<file path="config.mk">
export PLATFORM = sky130hd
export DESIGN_NAME = bmp_stream_unpacker_top
export DESIGN_NICKNAME = d
export VERILOG_FILES = /design/src/bsu_pkg.sv /design/src/bsu_header.sv /design/src/bsu_parser.sv /design/src/bsu_result_fifo.sv /design/src/bmp_stream_unpacker_top.sv
export VERILOG_INCLUDE_DIRS = /design/src /design/src/src
export SDC_FILE = /design/constraint.sdc
export NUM_CORES = 2
export LEC_CHECK = 0
export BUFFER_PORTS_ARGS = -buffer_cell sky130_fd_sc_hd__buf_4
export CAP_MARGIN = 10
export CORE_ASPECT_RATIO = 0.75
export CORE_UTILIZATION = 50
export CTS_CLUSTER_SIZE = 16
export DETAILED_ROUTE_END_ITERATION = 16
export PLACE_DENSITY = 0.75
export REMOVE_ABC_BUFFERS = 1
export SLEW_MARGIN = 20
export SYNTH_ARGS = -nofsm -noshare
export SYNTH_HDL_FRONTEND = slang
export SYNTH_SLANG_ARGS = --single-unit
</file>
<file path="constraint.sdc">
create_clock -name clk -period 13.25 [get_ports clk]
set_input_delay 0 -clock clk [delete_from_list [all_inputs] [get_ports clk]]
set_output_delay 0 -clock clk [all_outputs]
set_load 0.05 [all_outputs]
</file>
<file path="src/bmp_stream_unpacker_top_defines.svh">
// ----------------------------------------------------------------------------
// BMP stream unpacker assertion macros
// Shared property wrappers; they expect clk and rst in scope.
// ----------------------------------------------------------------------------
`ifndef BMP_STREAM_UNPACKER_TOP_DEFINES_SVH
`define BMP_STREAM_UNPACKER_TOP_DEFINES_SVH

// Same-cycle implication, disabled during reset
`define BSU_ASSERT_IMPL(label, ante, cons, msg) \
  label: assert property (@(posedge clk) disable iff (rst) (ante) |-> (cons)) \
    else $error(msg);

// Next-cycle implication, disabled during reset
`define BSU_ASSERT_NEXT(label, ante, cons, msg) \
  label: assert property (@(posedge clk) disable iff (rst) (ante) |=> (cons)) \
    else $error(msg);

`endif

</file>
<file path="src/bsu_pkg.sv">
`default_nettype none
// ----------------------------------------------------------------------------
// BMP stream unpacker package
// Types, header layout constants and result codes shared by all modules.
// ----------------------------------------------------------------------------
package bsu_pkg;

  // Header layout
  localparam int HDR_LEN  = 54;  // file header plus info header
  localparam int HDR_KEEP = 34;  // bytes that the checks look at
  localparam int IDX_W    = $clog2(HDR_KEEP);
  localparam int POS_W    = 31;  // positive signed 32-bit offset range

  localparam int OFS_TYPE   = 0;
  localparam int OFS_OFFSET = 10;
  localparam int OFS_INFO   = 14;
  localparam int OFS_WIDTH  = 18;
  localparam int OFS_HEIGHT = 22;
  localparam int OFS_PLANES = 26;
  localparam int OFS_BPP    = 28;
  localparam int OFS_COMPR  = 30;

  localparam logic [15:0] BMP_MAGIC    = 16'h4d42;
  localparam logic [31:0] INFO_SIZE    = 32'd40;
  localparam logic [15:0] BPP_24       = 16'd24;
  localparam logic [15:0] BPP_32       = 16'd32;
  localparam logic [7:0]  ALPHA_OPAQUE = 8'hff;

  localparam int MAX_DIMENSION_DEF = 8192;
  localparam int FIFO_DEPTH        = 4;

  typedef enum logic [2:0] {
    PH_IDLE,
    PH_HEADER,
    PH_SKIP,
    PH_PIXELS,
    PH_DONE
  } phase_t;

  typedef enum logic [2:0] {
    K_PIXEL  = 3'd0,
    K_ACCEPT = 3'd1,
    K_REJECT = 3'd2,
    K_OFFSET = 3'd3,
    K_TRUNC  = 3'd4
  } kind_t;

  typedef struct packed {
    kind_t       kind;
    logic [7:0]  red;
    logic [7:0]  green;
    logic [7:0]  blue;
    logic [7:0]  alpha;
    logic        last_pixel;
    logic [13:0] image_width;
    logic [13:0] image_height;
  } result_t;

  typedef struct packed {
    logic             en;
    logic [IDX_W-1:0] idx;
    logic [7:0]       data;
  } hdr_wr_t;

  typedef struct packed {
    logic             ok;          // header passes every format check
    logic             off_bad;     // pixel offset negative or inside header
    logic             off_at_hdr;  // pixels follow the header directly
    logic [POS_W-1:0] off;
    logic             alpha;       // 32 bpp
    logic [13:0]      img_w;
    logic [13:0]      img_h;
  } hdr_info_t;

  typedef struct packed {
    logic first;
    logic second;
  } push_t;

endpackage
`default_nettype wire

</file>
<file path="src/bsu_header.sv">
`default_nettype none
// ----------------------------------------------------------------------------
// BMP header store and checker
// Holds the checked header bytes and registers the format decision and size.
// ----------------------------------------------------------------------------
module bsu_header import bsu_pkg::*; #(
  parameter  int MAX_DIMENSION = MAX_DIMENSION_DEF,
  localparam int DIM_W         = $clog2(MAX_DIMENSION + 1),
  localparam int PROD_W        = 2 * DIM_W
) (
  input  wire logic              clk,
  input  wire hdr_wr_t           wr,
  output hdr_info_t              info,
  output logic [PROD_W-1:0]      product
);

  logic [7:0] hdr [HDR_KEEP];
  logic [15:0] f_type, f_planes, f_bpp;
  logic [31:0] f_off, f_info, f_w, f_h, f_compr;
  logic        w_ok, h_ok;
  hdr_info_t   info_next;

  // Store header bytes as they arrive
  always_ff @(posedge clk) begin
    if (wr.en) begin
      hdr[wr.idx] <= wr.data;
    end
  end

  // Little-endian fields
  assign f_type   = {hdr[OFS_TYPE+1], hdr[OFS_TYPE]};
  assign f_off    = {hdr[OFS_OFFSET+3], hdr[OFS_OFFSET+2], hdr[OFS_OFFSET+1], hdr[OFS_OFFSET]};
  assign f_info   = {hdr[OFS_INFO+3], hdr[OFS_INFO+2], hdr[OFS_INFO+1], hdr[OFS_INFO]};
  assign f_w      = {hdr[OFS_WIDTH+3], hdr[OFS_WIDTH+2], hdr[OFS_WIDTH+1], hdr[OFS_WIDTH]};
  assign f_h      = {hdr[OFS_HEIGHT+3], hdr[OFS_HEIGHT+2], hdr[OFS_HEIGHT+1], hdr[OFS_HEIGHT]};
  assign f_planes = {hdr[OFS_PLANES+1], hdr[OFS_PLANES]};
  assign f_bpp    = {hdr[OFS_BPP+1], hdr[OFS_BPP]};
  assign f_compr  = {hdr[OFS_COMPR+3], hdr[OFS_COMPR+2], hdr[OFS_COMPR+1], hdr[OFS_COMPR]};

  assign w_ok = (f_w != 32'd0) && (f_w <= 32'(MAX_DIMENSION));
  assign h_ok = (f_h != 32'd0) && (f_h <= 32'(MAX_DIMENSION));

  // Evaluate the checks from the stored bytes
  always_comb begin
    info_next.ok         = (f_type == BMP_MAGIC) && (f_info == INFO_SIZE) && w_ok && h_ok &&
                           (f_planes == 16'd1) && ((f_bpp == BPP_24) || (f_bpp == BPP_32)) &&
                           (f_compr == 32'd0);
    info_next.off_bad    = f_off[31] || (f_off < 32'(HDR_LEN));
    info_next.off_at_hdr = (f_off == 32'(HDR_LEN));
    info_next.off        = f_off[POS_W-1:0];
    info_next.alpha      = (f_bpp == BPP_32);
    info_next.img_w      = f_w[13:0];
    info_next.img_h      = f_h[13:0];
  end

  // Register the decision and the pixel count; both settle long before byte 53
  always_ff @(posedge clk) begin
    info    <= info_next;
    product <= PROD_W'(f_w[DIM_W-1:0]) * PROD_W'(f_h[DIM_W-1:0]);
  end

endmodule
`default_nettype wire

</file>
<file path="src/bsu_parser.sv">
`default_nettype none
// ----------------------------------------------------------------------------
// BMP stream parser
// Input word register, phase sequencer and pixel assembly; emits up to two
// results per byte.
// ----------------------------------------------------------------------------
`include "bmp_stream_unpacker_top_defines.svh"
module bsu_parser import bsu_pkg::*; #(
  parameter  int MAX_DIMENSION = MAX_DIMENSION_DEF,
  localparam int DIM_W         = $clog2(MAX_DIMENSION + 1),
  localparam int PROD_W        = 2 * DIM_W
) (
  input  wire logic              clk,
  input  wire logic              rst,
  input  wire logic              s_tvalid,
  output logic                   s_tready,
  input  wire logic [7:0]        s_tdata,   // data_byte
  input  wire logic              s_tuser,   // start_of_buffer
  input  wire logic              s_tlast,   // end_of_buffer
  input  wire logic              room,
  input  wire hdr_info_t         info,
  input  wire logic [PROD_W-1:0] product,
  output hdr_wr_t                hdr_wr,
  output push_t                  push,
  output result_t                res0,
  output result_t                res1
);

  // Input word register
  logic       in_valid;
  logic [7:0] in_byte;
  logic       in_start, in_end;
  logic       proceed;

  // Parse state
  phase_t            phase, phase_next;
  logic [POS_W-1:0]  pos, pos_next;
  logic [1:0]        comp, comp_next;
  logic [23:0]       partial, partial_next;
  logic              has_alpha, has_alpha_next;
  logic [PROD_W-1:0] pixels_left, pixels_left_next;

  // Pixel pushes watched by the checks below
  logic              pix_push, last_push;

  assign proceed  = in_valid && room;
  assign s_tready = !in_valid || room;

  // Hold the accepted word until the result queue has room for two results
  always_ff @(posedge clk) begin
    if (rst) begin
      in_valid <= 1'b0;
    end else if (s_tvalid && s_tready) begin
      in_valid <= 1'b1;
    end else if (proceed) begin
      in_valid <= 1'b0;
    end
  end

  always_ff @(posedge clk) begin
    if (s_tvalid && s_tready) begin
      in_byte  <= s_tdata;
      in_start <= s_tuser;
      in_end   <= s_tlast;
    end
  end

  // State registers
  always_ff @(posedge clk) begin
    if (rst) begin
      phase       <= PH_IDLE;
      pos         <= '0;
      comp        <= '0;
      partial     <= '0;
      has_alpha   <= 1'b0;
      pixels_left <= '0;
    end else begin
      phase       <= phase_next;
      pos         <= pos_next;
      comp        <= comp_next;
      partial     <= partial_next;
      has_alpha   <= has_alpha_next;
      pixels_left <= pixels_left_next;
    end
  end

  // Next state and results
  always_comb begin
    phase_t            ph;
    logic [POS_W-1:0]  p;
    logic [1:0]        c;
    logic [23:0]       pp;
    logic              a;
    logic [PROD_W-1:0] lft;
    logic [23:0]       pp_new;
    logic [2:0]        c_new;
    logic              emit;
    logic              end_chk;

    phase_next       = phase;
    pos_next         = pos;
    comp_next        = comp;
    partial_next     = partial;
    has_alpha_next   = has_alpha;
    pixels_left_next = pixels_left;
    hdr_wr           = '0;
    push             = '0;
    res0             = '0;
    res1             = '0;
    ph               = phase;
    p                = pos;
    c                = comp;
    pp               = partial;
    a                = has_alpha;
    lft              = pixels_left;
    pp_new           = partial;
    c_new            = {1'b0, comp};
    emit             = 1'b0;
    end_chk          = 1'b0;

    if (proceed) begin
      // A start word restarts the parser on this byte
      if (in_start) begin
        ph  = PH_HEADER;
        p   = '0;
        c   = '0;
        pp  = '0;
        a   = 1'b0;
        lft = '0;
      end
      phase_next       = ph;
      pos_next         = p;
      comp_next        = c;
      partial_next     = pp;
      has_alpha_next   = a;
      pixels_left_next = lft;

      case (ph)
        PH_HEADER: begin
          hdr_wr.en   = (p < POS_W'(HDR_KEEP));
          hdr_wr.idx  = p[IDX_W-1:0];
          hdr_wr.data = in_byte;
          pos_next    = p + POS_W'(1);
          if (p == POS_W'(HDR_LEN - 1)) begin
            push.first = 1'b1;
            if (!info.ok) begin
              res0.kind  = K_REJECT;
              phase_next = PH_DONE;
            end else begin
              res0.kind         = K_ACCEPT;
              res0.image_width  = info.img_w;
              res0.image_height = info.img_h;
              has_alpha_next    = info.alpha;
              pixels_left_next  = product;
              comp_next         = '0;
              if (info.off_bad) begin
                push.second = 1'b1;
                res1.kind   = K_OFFSET;
                phase_next  = PH_DONE;
              end else begin
                phase_next = info.off_at_hdr ? PH_PIXELS : PH_SKIP;
                end_chk    = 1'b1;
              end
            end
          end else begin
            end_chk = 1'b1;
          end
        end
        PH_SKIP: begin
          pos_next = p + POS_W'(1);
          if (pos_next >= info.off) begin
            phase_next = PH_PIXELS;
          end
          end_chk = 1'b1;
        end
        PH_PIXELS: begin
          // Shift in r, g, b; a fourth byte is alpha
          if (c != 2'd3) begin
            pp_new = {pp[15:0], in_byte};
            c_new  = {1'b0, c} + 3'd1;
          end else begin
            c_new = 3'd4;
          end
          emit = ((c_new == 3'd3) && !a) || (c_new == 3'd4);
          if (emit) begin
            push.first      = 1'b1;
            res0.kind       = K_PIXEL;
            res0.red        = pp_new[23:16];
            res0.green      = pp_new[15:8];
            res0.blue       = pp_new[7:0];
            res0.alpha      = a ? in_byte : ALPHA_OPAQUE;
            res0.last_pixel = (lft <= PROD_W'(1));
            comp_next       = '0;
            partial_next    = '0;
            pixels_left_next = (lft == '0) ? lft : lft - PROD_W'(1);
            if (lft <= PROD_W'(1)) begin
              phase_next = PH_DONE;
            end else begin
              end_chk = 1'b1;
            end
          end else begin
            comp_next    = c_new[1:0];
            partial_next = pp_new;
            end_chk      = 1'b1;
          end
        end
        default: begin
          // idle or done: drop the byte
        end
      endcase

      // Early end of buffer follows any result of the same byte
      if (end_chk && in_end) begin
        phase_next = PH_DONE;
        if (push.first) begin
          push.second = 1'b1;
          res1.kind   = K_TRUNC;
        end else begin
          push.first = 1'b1;
          res0.kind  = K_TRUNC;
        end
      end
    end
  end

  assign pix_push  = push.first && (res0.kind == K_PIXEL);
  assign last_push = pix_push && res0.last_pixel;

  `BSU_ASSERT_IMPL(a_pixel_phase, pix_push, phase == PH_PIXELS, "pixel outside pixel phase")
  `BSU_ASSERT_NEXT(a_last_done, last_push, phase == PH_DONE, "last pixel did not end image")
  `BSU_ASSERT_IMPL(a_hdr_pos, phase == PH_HEADER, pos < POS_W'(HDR_LEN), "position past header")

endmodule
`default_nettype wire

</file>
<file path="src/bsu_result_fifo.sv">
`default_nettype none
// ----------------------------------------------------------------------------
// BMP result queue
// Small queue taking up to two results a cycle and giving one to the master.
// ----------------------------------------------------------------------------
`include "bmp_stream_unpacker_top_defines.svh"
module bsu_result_fifo import bsu_pkg::*; (
  input  wire logic    clk,
  input  wire logic    rst,
  input  wire push_t   push,
  input  wire result_t d0,
  input  wire result_t d1,
  output logic         room,
  output logic         m_tvalid,
  input  wire logic    m_tready,
  output result_t      head
);

  localparam int PTR_W = $clog2(FIFO_DEPTH);
  localparam int CNT_W = $clog2(FIFO_DEPTH + 1);

  result_t            mem [FIFO_DEPTH];
  logic [PTR_W-1:0]   wr_ptr, rd_ptr;
  logic [CNT_W-1:0]   count, count_next;
  logic               pop;

  assign pop      = m_tvalid && m_tready;
  assign m_tvalid = (count != '0);
  assign room     = (count <= CNT_W'(FIFO_DEPTH - 2));
  assign head     = mem[rd_ptr];

  assign count_next = count + CNT_W'(push.first) + CNT_W'(push.second) - CNT_W'(pop);

  // Write entries
  always_ff @(posedge clk) begin
    if (push.first) begin
      mem[wr_ptr] <= d0;
    end
    if (push.second) begin
      mem[wr_ptr + PTR_W'(1)] <= d1;
    end
  end

  // Advance pointers and count
  always_ff @(posedge clk) begin
    if (rst) begin
      wr_ptr <= '0;
      rd_ptr <= '0;
      count  <= '0;
    end else begin
      wr_ptr <= wr_ptr + PTR_W'(push.first) + PTR_W'(push.second);
      if (pop) begin
        rd_ptr <= rd_ptr + PTR_W'(1);
      end
      count <= count_next;
    end
  end

  `BSU_ASSERT_IMPL(a_second_needs_first, push.second, push.first, "second push without first")
  `BSU_ASSERT_IMPL(a_no_overflow, push.first && push.second, room, "queue overflow on double push")
  `BSU_ASSERT_NEXT(a_pop_count, pop && !push.first, count == $past(count) - CNT_W'(1), "pop kept count")

endmodule
`default_nettype wire

</file>
<file path="src/bmp_stream_unpacker_top.sv">
`default_nettype none
// ----------------------------------------------------------------------------
// BMP stream unpacker
// Byte-serial decoder for uncompressed 24 and 32 bpp BMP images.
// ----------------------------------------------------------------------------
// Usage:
//   s_axis carries one file byte per word; tuser marks byte 0 of a new file
//   (it restarts the parser at any time) and tlast the final byte of the
//   buffer. m_axis carries one result per word: tuser is the kind (pixel,
//   header accepted, format rejected, offset negative or inside header,
//   truncated), tlast flags the final pixel, tdata holds the pixel bytes or
//   the parsed width and height.
//   Throughput is one byte per clock while the result queue has room. A
//   byte's results pass through the input word register and then the
//   four-entry result queue before m_axis. The last header byte and an early
//   end can give two results; the second leaves the queue after the first.
//   After reset the parser is idle and drops bytes until a start word.
//   When the receiver stalls, results collect in the queue; s_axis_tready
//   falls when a byte waits with under two entries free; no result is lost.
// ----------------------------------------------------------------------------
module bmp_stream_unpacker_top import bsu_pkg::*; #(
  parameter  int MAX_DIMENSION = MAX_DIMENSION_DEF,
  localparam int DIM_W         = $clog2(MAX_DIMENSION + 1),
  localparam int PROD_W        = 2 * DIM_W
) (
  input  wire logic        clk,
  input  wire logic        rst,
  input  wire logic        s_axis_tvalid,
  output logic             s_axis_tready,
  input  wire logic [7:0]  s_axis_tdata,   // [7:0] data_byte
  input  wire logic        s_axis_tuser,   // [0] start_of_buffer
  input  wire logic        s_axis_tlast,   // end_of_buffer
  output logic             m_axis_tvalid,
  input  wire logic        m_axis_tready,
  output logic [63:0]      m_axis_tdata,   // [7:0] red, [15:8] green, [23:16] blue,
                                           // [31:24] alpha, [45:32] image_width,
                                           // [59:46] image_height, [63:60] zero
  output logic [2:0]       m_axis_tuser,   // [2:0] kind
  output logic             m_axis_tlast    // last_pixel
);

  hdr_wr_t           hdr_wr;
  hdr_info_t         info;
  logic [PROD_W-1:0] product;
  push_t             push;
  result_t           res0, res1, head;
  logic              room;

  bsu_header #(.MAX_DIMENSION(MAX_DIMENSION)) u_header (
    .clk     (clk),
    .wr      (hdr_wr),
    .info    (info),
    .product (product)
  );

  bsu_parser #(.MAX_DIMENSION(MAX_DIMENSION)) u_parser (
    .clk      (clk),
    .rst      (rst),
    .s_tvalid (s_axis_tvalid),
    .s_tready (s_axis_tready),
    .s_tdata  (s_axis_tdata),
    .s_tuser  (s_axis_tuser),
    .s_tlast  (s_axis_tlast),
    .room     (room),
    .info     (info),
    .product  (product),
    .hdr_wr   (hdr_wr),
    .push     (push),
    .res0     (res0),
    .res1     (res1)
  );

  bsu_result_fifo u_fifo (
    .clk      (clk),
    .rst      (rst),
    .push     (push),
    .d0       (res0),
    .d1       (res1),
    .room     (room),
    .m_tvalid (m_axis_tvalid),
    .m_tready (m_axis_tready),
    .head     (head)
  );

  // Pack the head result onto the master side
  assign m_axis_tdata = {4'b0000, head.image_height, head.image_width,
                         head.alpha, head.blue, head.green, head.red};
  assign m_axis_tuser = head.kind;
  assign m_axis_tlast = head.last_pixel;

endmodule
`default_nettype wire
</file>
; ---- Word-level counts from Yosys, hierarchy flattened
; Memories as Yosys holds them, arrays and structs flattened. A register that Yosys moved wholly into a read port is not among the register bits.
; Index checks and enable logic that the tools add are counted.
[word_totals]
ramBits = 528
wordCells = 171
input_bits = 14
latch_bits = 0
mem_count = 2
ff_bits = 198
romBits = 0
[memory_table]
columns = name, words, word_bits, rd, rd_ports_with_merged_regs, wr, line
row1 = u_header.hdr, 34, 8, 26, 0, 1, bsu_header.sv:17  ; logic [7:0] hdr [HDR_KEEP];
row2 = u_fifo.mem, 4, 64, 1, 1, 2, bsu_result_fifo.sv:22  ; result_t mem [FIFO_DEPTH];
[op_classes]
n_lt_le_gt_ge = 7
n_div = 0
reduce_logical = 27
n_bitwise = 0
n_mux = 88
multipliers = 1
addsub = 10
shift = 0
eq_ne = 14
[op_table]
columns = op, count
row1 = two-way mux 28 bit, 9
row2 = two-way mux 24 bit, 5
row3 = two-way mux 31 bit, 3
row4 = two-way mux 33 bit, 2
row5 = "== test 32 x 6 -> 1 bit, second input constant", 2
row6 = "<= comparator 32 x 14 -> 1 bit, second input constant", 2
row7 = two-way mux 64 bit, 1
row8 = nonzero test 32 bit, 2
row9 = two-way mux 3 bit, 21
row10 = case mux 28 bit (2 select lines), 1
row11 = logical NOT 32 bit, 1
row12 = "less-than comparator 32 x 6 -> 1 bit, second input constant", 1
row13 = "adder 31 x 1 -> 31 bit, second input constant", 1
row14 = "== test 31 x 6 -> 1 bit, second input constant", 1
row15 = >= comparator 31 bit, 1
row16 = "less-than comparator 31 x 6 -> 1 bit, second input constant", 1
row17 = two-way mux 15 bit, 2
row18 = "<= comparator 28 x 1 -> 1 bit, second input constant", 1
row19 = logical NOT 28 bit, 1
row20 = multiplier 14 x 14 -> 28 bit, 1
row21 = "subtractor 28 x 1 -> 28 bit, second input constant", 1
row22 = two-way mux 1 bit, 26
row23 = two-way mux 2 bit, 12
row24 = "== test 16 x 1 -> 1 bit, second input constant", 1
row25 = 27 further kinds, 48

; ---- Logic depth before layout (Yosys ltp)
[depth]
ltp_word = 19
mapped_depth = 23
mapped_depth_nobuf = 22

; ---- Cells and area by module
; A second synthesis with hierarchy kept.
[unflattened]
hier_cells = 3051
hier_area_um2 = 37118.1
[by_module_without_submodules]
columns = module, instances, area_each_um2, cells_each
row1 = bsu_header, 1, 15584.9, 1224
row2 = bsu_result_fifo, 1, 13070.0, 668
row3 = bsu_parser, 1, 8429.3, 1154
row4 = bmp_stream_unpacker_top, 1, 33.8, 5

; ---- Least setup slack after synthesis
; No wires, ideal clock.
[synth_timing]
path_type = register to register
startpoint = mem u_header.hdr[22][4]
endpoint = reg u_header.product[25]
synth_period_minus_slack_ps = 5934
t_required_ps = 13123
path_stages_with_launch = 23
t_arrival_ps = 5808
path_slack_ps = 7316
cell_sequence = edfxtp_1 -> clkbuf_1 -> and2_1 -> fa_1 -> inv_1 -> fa_1 -> inv_1 -> fa_1 -> inv_1 -> fa_1 -> inv_1 -> fa_1 -> inv_1 -> fa_1 -> inv_1 -> ha_1 -> and2_1 -> and3_1 -> a311oi_1 -> nor4_1 -> nor3b_1 -> o21ai_0 -> xor2_1
[synth_rtl]
columns = element, line
row1 = from (decl), bsu_header.sv:17
row2 = to (signal assigned), bsu_header.sv:59  ; product <= PROD_W'(f_w[DIM_W-1:0]) * PROD_W'(f_h[DIM_W-1:0]);
row3 = to (decl), bsu_header.sv:14  ; output logic [PROD_W-1:0] product

==> summary.md <==
| Metric | Value |
|---|---|
| Crit-path max FO | 16 |
| Post-DR vias/cell | 6.04 |
| Post-CTS sizing | 0 |
| Critical Path Source Type | register |
| Sink Count | 664 |
| Worst Tran Pin Value | 1.12 ns |
| Tightest Hold Check Type | input pin to register |
| Highest clock rate | 153 MHz |
| Starting Density | 50.9% |
| Async SR Flop Fraction | 0% |
| Final hold slack | 0.0912 ns |
| Final setup violation count | 0 |
| Status | completed |
| Drt pass-1 iters | 6 |
| Initial antenna violation count | 2 |
| FF-to-FF setup slack | 6.72 ns |
| Fin crit share | 49.3% |
| Placed cell count | 3977 |
| Slew Viols, Final | 0 |
| Worst clock skew | 0.0260 ns |
| CP cell instances | and2_1 -> fa_1 -> inv_1 -> fa_1 -> inv_1 -> fa_1 -> inv_1 -> fa_1 -> inv_1 -> fa_1 -> inv_1 -> fa_1 -> inv_1 -> ha_1 -> and2_1 -> and3_1 -> a311oi_1 -> nor4_1 -> nor3b_1 -> o21ai_0 -> xor2_1 |
| Hold buffer count at cts | 14 |
| Num ports | 84 |
| RSZ-0062 raised after global routing | false |
| Max-cap viol count | 0 |
| Post-synthesis cell area | 0.0334 mm2 |
| Global Route Usage Sum | 24.8% |
| DP Wirelength | 54400 um |
| Vias | 24800 |
| Kind of cell adding the most delay to the critical path | adder cells |
| Leak Pwr | 14.6 nW |
| Die Footprint | 0.0678 mm2 |
| Routability Congestion | 0.929 |
| Register area share after synthesis | 46.7% |
| Worst skew pair latency | 0.65 ns |
| Commonest non-fill, non-tap cells in the layout | 465 x nor2_1, 432 x dfxtp_1, 287 x a22oi_1 |
| Netlist cell types | 88 |
| Finished Layout Cells | 4107 |
| Layout net count | 3472 |
| First-pass GRT wire length | 133000 um |
| Die boundary width | 300 um |
| Residual DRC count | 0 |
| H-Tree Depth | 2 |
| Peak VDD IR | 0.110 mV |
| Drt initial violations | 2713 |
| Final wirelength | 85100 um |
| Synthesized area per cell | 10.5 um2 |
| Drt wl/cell | 20.7 um |
| Bufs and invs on worst path | 6 |
| DP Area | 0.0345 mm2 |
| Grt ovf | 0 |
| Ratio of cells with drive above 1 in the final layout | 10.6% |
| Critical path capture point type | register |
| Post-synth EDFFs | 230 |
| Core area | 0.0656 mm2 |
| Worst rel slew slack | 24.8% |
| Min Tclk post-route | 6.53 ns |
| Final instance area | 0.0369 mm2 |
| Clk buf depth | 3 |
| PD cells | 122 mW/mm2 |
| Number of fill cells | 5498 |
| # rows | 81 |
| Leading cell type in the layout, fill and taps excluded | nor2_1 |
| Worst path max stage delay | 0.61 ns |
| Top FF cell, synth | dfxtp_1 |
| Syn. warnings | 0 |
| PortBufs | 79 |
| Vias in the first global route | 23400 |
| Largest net degree at the start of global routing | 128 |
| Clock tree from TritonCTS | done |
| Final Util | 56.3% |
| Post-CTS setup buffer count | 0 |
| Worst path required time | 13.75 ns |
| Setup TNS | 0 ns |
| Clock root cell | clkbuf_16 |
| Worst-path clk slew | 0.07 ns |
| Antenna Nets Post-Route | 0 |
| Die Height | 226 um |
| Post-Synthesis Cells | 3187 |
| Antenna Cells | 0 |
| Data arrival, critical path | 7.04 ns |
| Synth Register Bits | 664 |
| WS Path Type | register to register |
| CTS Buf Count | 61 |
| Final Hold Vio Count | 0 |
| Area growth from synthesis to layout | 10.6% |
| Critical path's slowest cell | edfxtp_1 |
==> kinds of logic after synthesis <==
logic type                 count (synthesis)  share of synthesized area, %
adders and majority gates                275                          13.5
and+or+nand+nor                         1083                          15.2
muxes                                     80                          4.81
xor gates and xnor gates                  60                          1.57
AOI/OAI and AO/OA                        613                          12.9
other                                      1                        0.0112
buffers and inverters                    411                          5.17
DFF                                      664                          46.7
==> layer usage <==
metal	wire, um	track usage, %	vias up	share of wire, %
met5	12	0	-	0.014
met3	8250	4.56	129	9.7
met4	1880	6.98	2	2.2
met2	36400	35.7	1277	43
li1	-	-	11200	-
met1	38600	37.9	12200	45
==> synth_stat cells (18+ instances only) <==
cell type / n / share of area (%)
clkbuf_1: 115 / 1.3
nor3b_1: 19 / 0.43
nand3_1: 37 / 0.55
fa_1: 144 / 8.6
ha_1: 131 / 4.9
xnor2_1: 45 / 1.2
nor2_1: 473 / 5.3
o21ai_0: 90 / 1.3
nor3_1: 40 / 0.60
a21o_1: 24 / 0.54
dfxtp_1: 434 / 26
buf_2: 40 / 0.60
and2_1: 112 / 2.1
nand4_1: 27 / 0.51
nor4_1: 55 / 1.0
a31oi_1: 18 / 0.34
edfxtp_1: 230 / 21
a22oi_1: 287 / 6.5
mux4_2: 64 / 4.3
nor2b_1: 31 / 0.58
inv_1: 215 / 2.4
nand2_1: 215 / 2.4
a21oi_1: 96 / 1.4
==> power by group <==
part | internal (W) | switching (W)
clock | 0.00115 | 0.000802
combinational | 0.000118 | 0.000229
sequential | 0.00214 | 0.0000663
total | 0.00340 | 0.00110
==> path summary, 6_finish.rpt <==
check                 startpoint                    to  cells past startpoint
max          u_header.hdr[18][5]  u_header.product[25]                     21
min              s_axis_tdata[2]   u_parser.in_byte[2]                      2
max reg2reg  u_header.hdr[18][5]  u_header.product[25]                     21
min reg2reg  u_header.hdr[12][2]     u_header.info[47]                      0
==> registers in the layout (all words and copies together) (netlist names), 2 cells and up, named ones only <==
signal / flops
u_fifo.rd_ptr: 2
u_fifo.mem: 256
u_header.product: 28
u_parser.comp: 2
u_parser.pos: 31
u_parser.partial: 24
u_fifo.count: 3
u_header.hdr: 208
u_header.info: 63
u_parser.phase: 3
u_parser.pixels_left: 28
u_parser.in_byte: 8
u_fifo.wr_ptr: 2
==> cell type report <==
type | count | area (um2) | area share [%]
multi-input combinational | 2115 | 16100 | 43.7
sequential | 664 | 15600 | 42.3
clock buffer | 84 | 1790 | 4.84
tap | 871 | 1090 | 2.95
timing repair buffer | 126 | 993 | 2.69
inverter | 215 | 807 | 2.19
clock inverter | 32 | 484 | 1.31
==> metrics by stage <==
stage	power, W	setup WS (ns)
6_report	0.00450	6.72
5_1_grt	0.00464	6.34
4_1_cts	0.00452	6.68
3_5_place_dp	0.00258	6.72
3_3_place_gp	0.00258	6.88
2_1_floorplan	0.00245	6.26
==> worst reg2reg max path, stage by stage, from the launching register on <==
cell and delay, ns:
edfxtp_1 0.61, and2_1 0.29, fa_1 0.54, inv_1 0.06
fa_1 0.52, inv_1 0.05, fa_1 0.50, inv_1 0.05
fa_1 0.48, inv_1 0.05, fa_1 0.52, inv_1 0.05
fa_1 0.53, inv_1 0.04, ha_1 0.34, and2_1 0.20
and3_1 0.18, a311oi_1 0.50, nor4_1 0.15, nor3b_1 0.39
o21ai_0 0.16, xor2_1 0.16
Note: power is estimated with default switching activity, not from simulation.
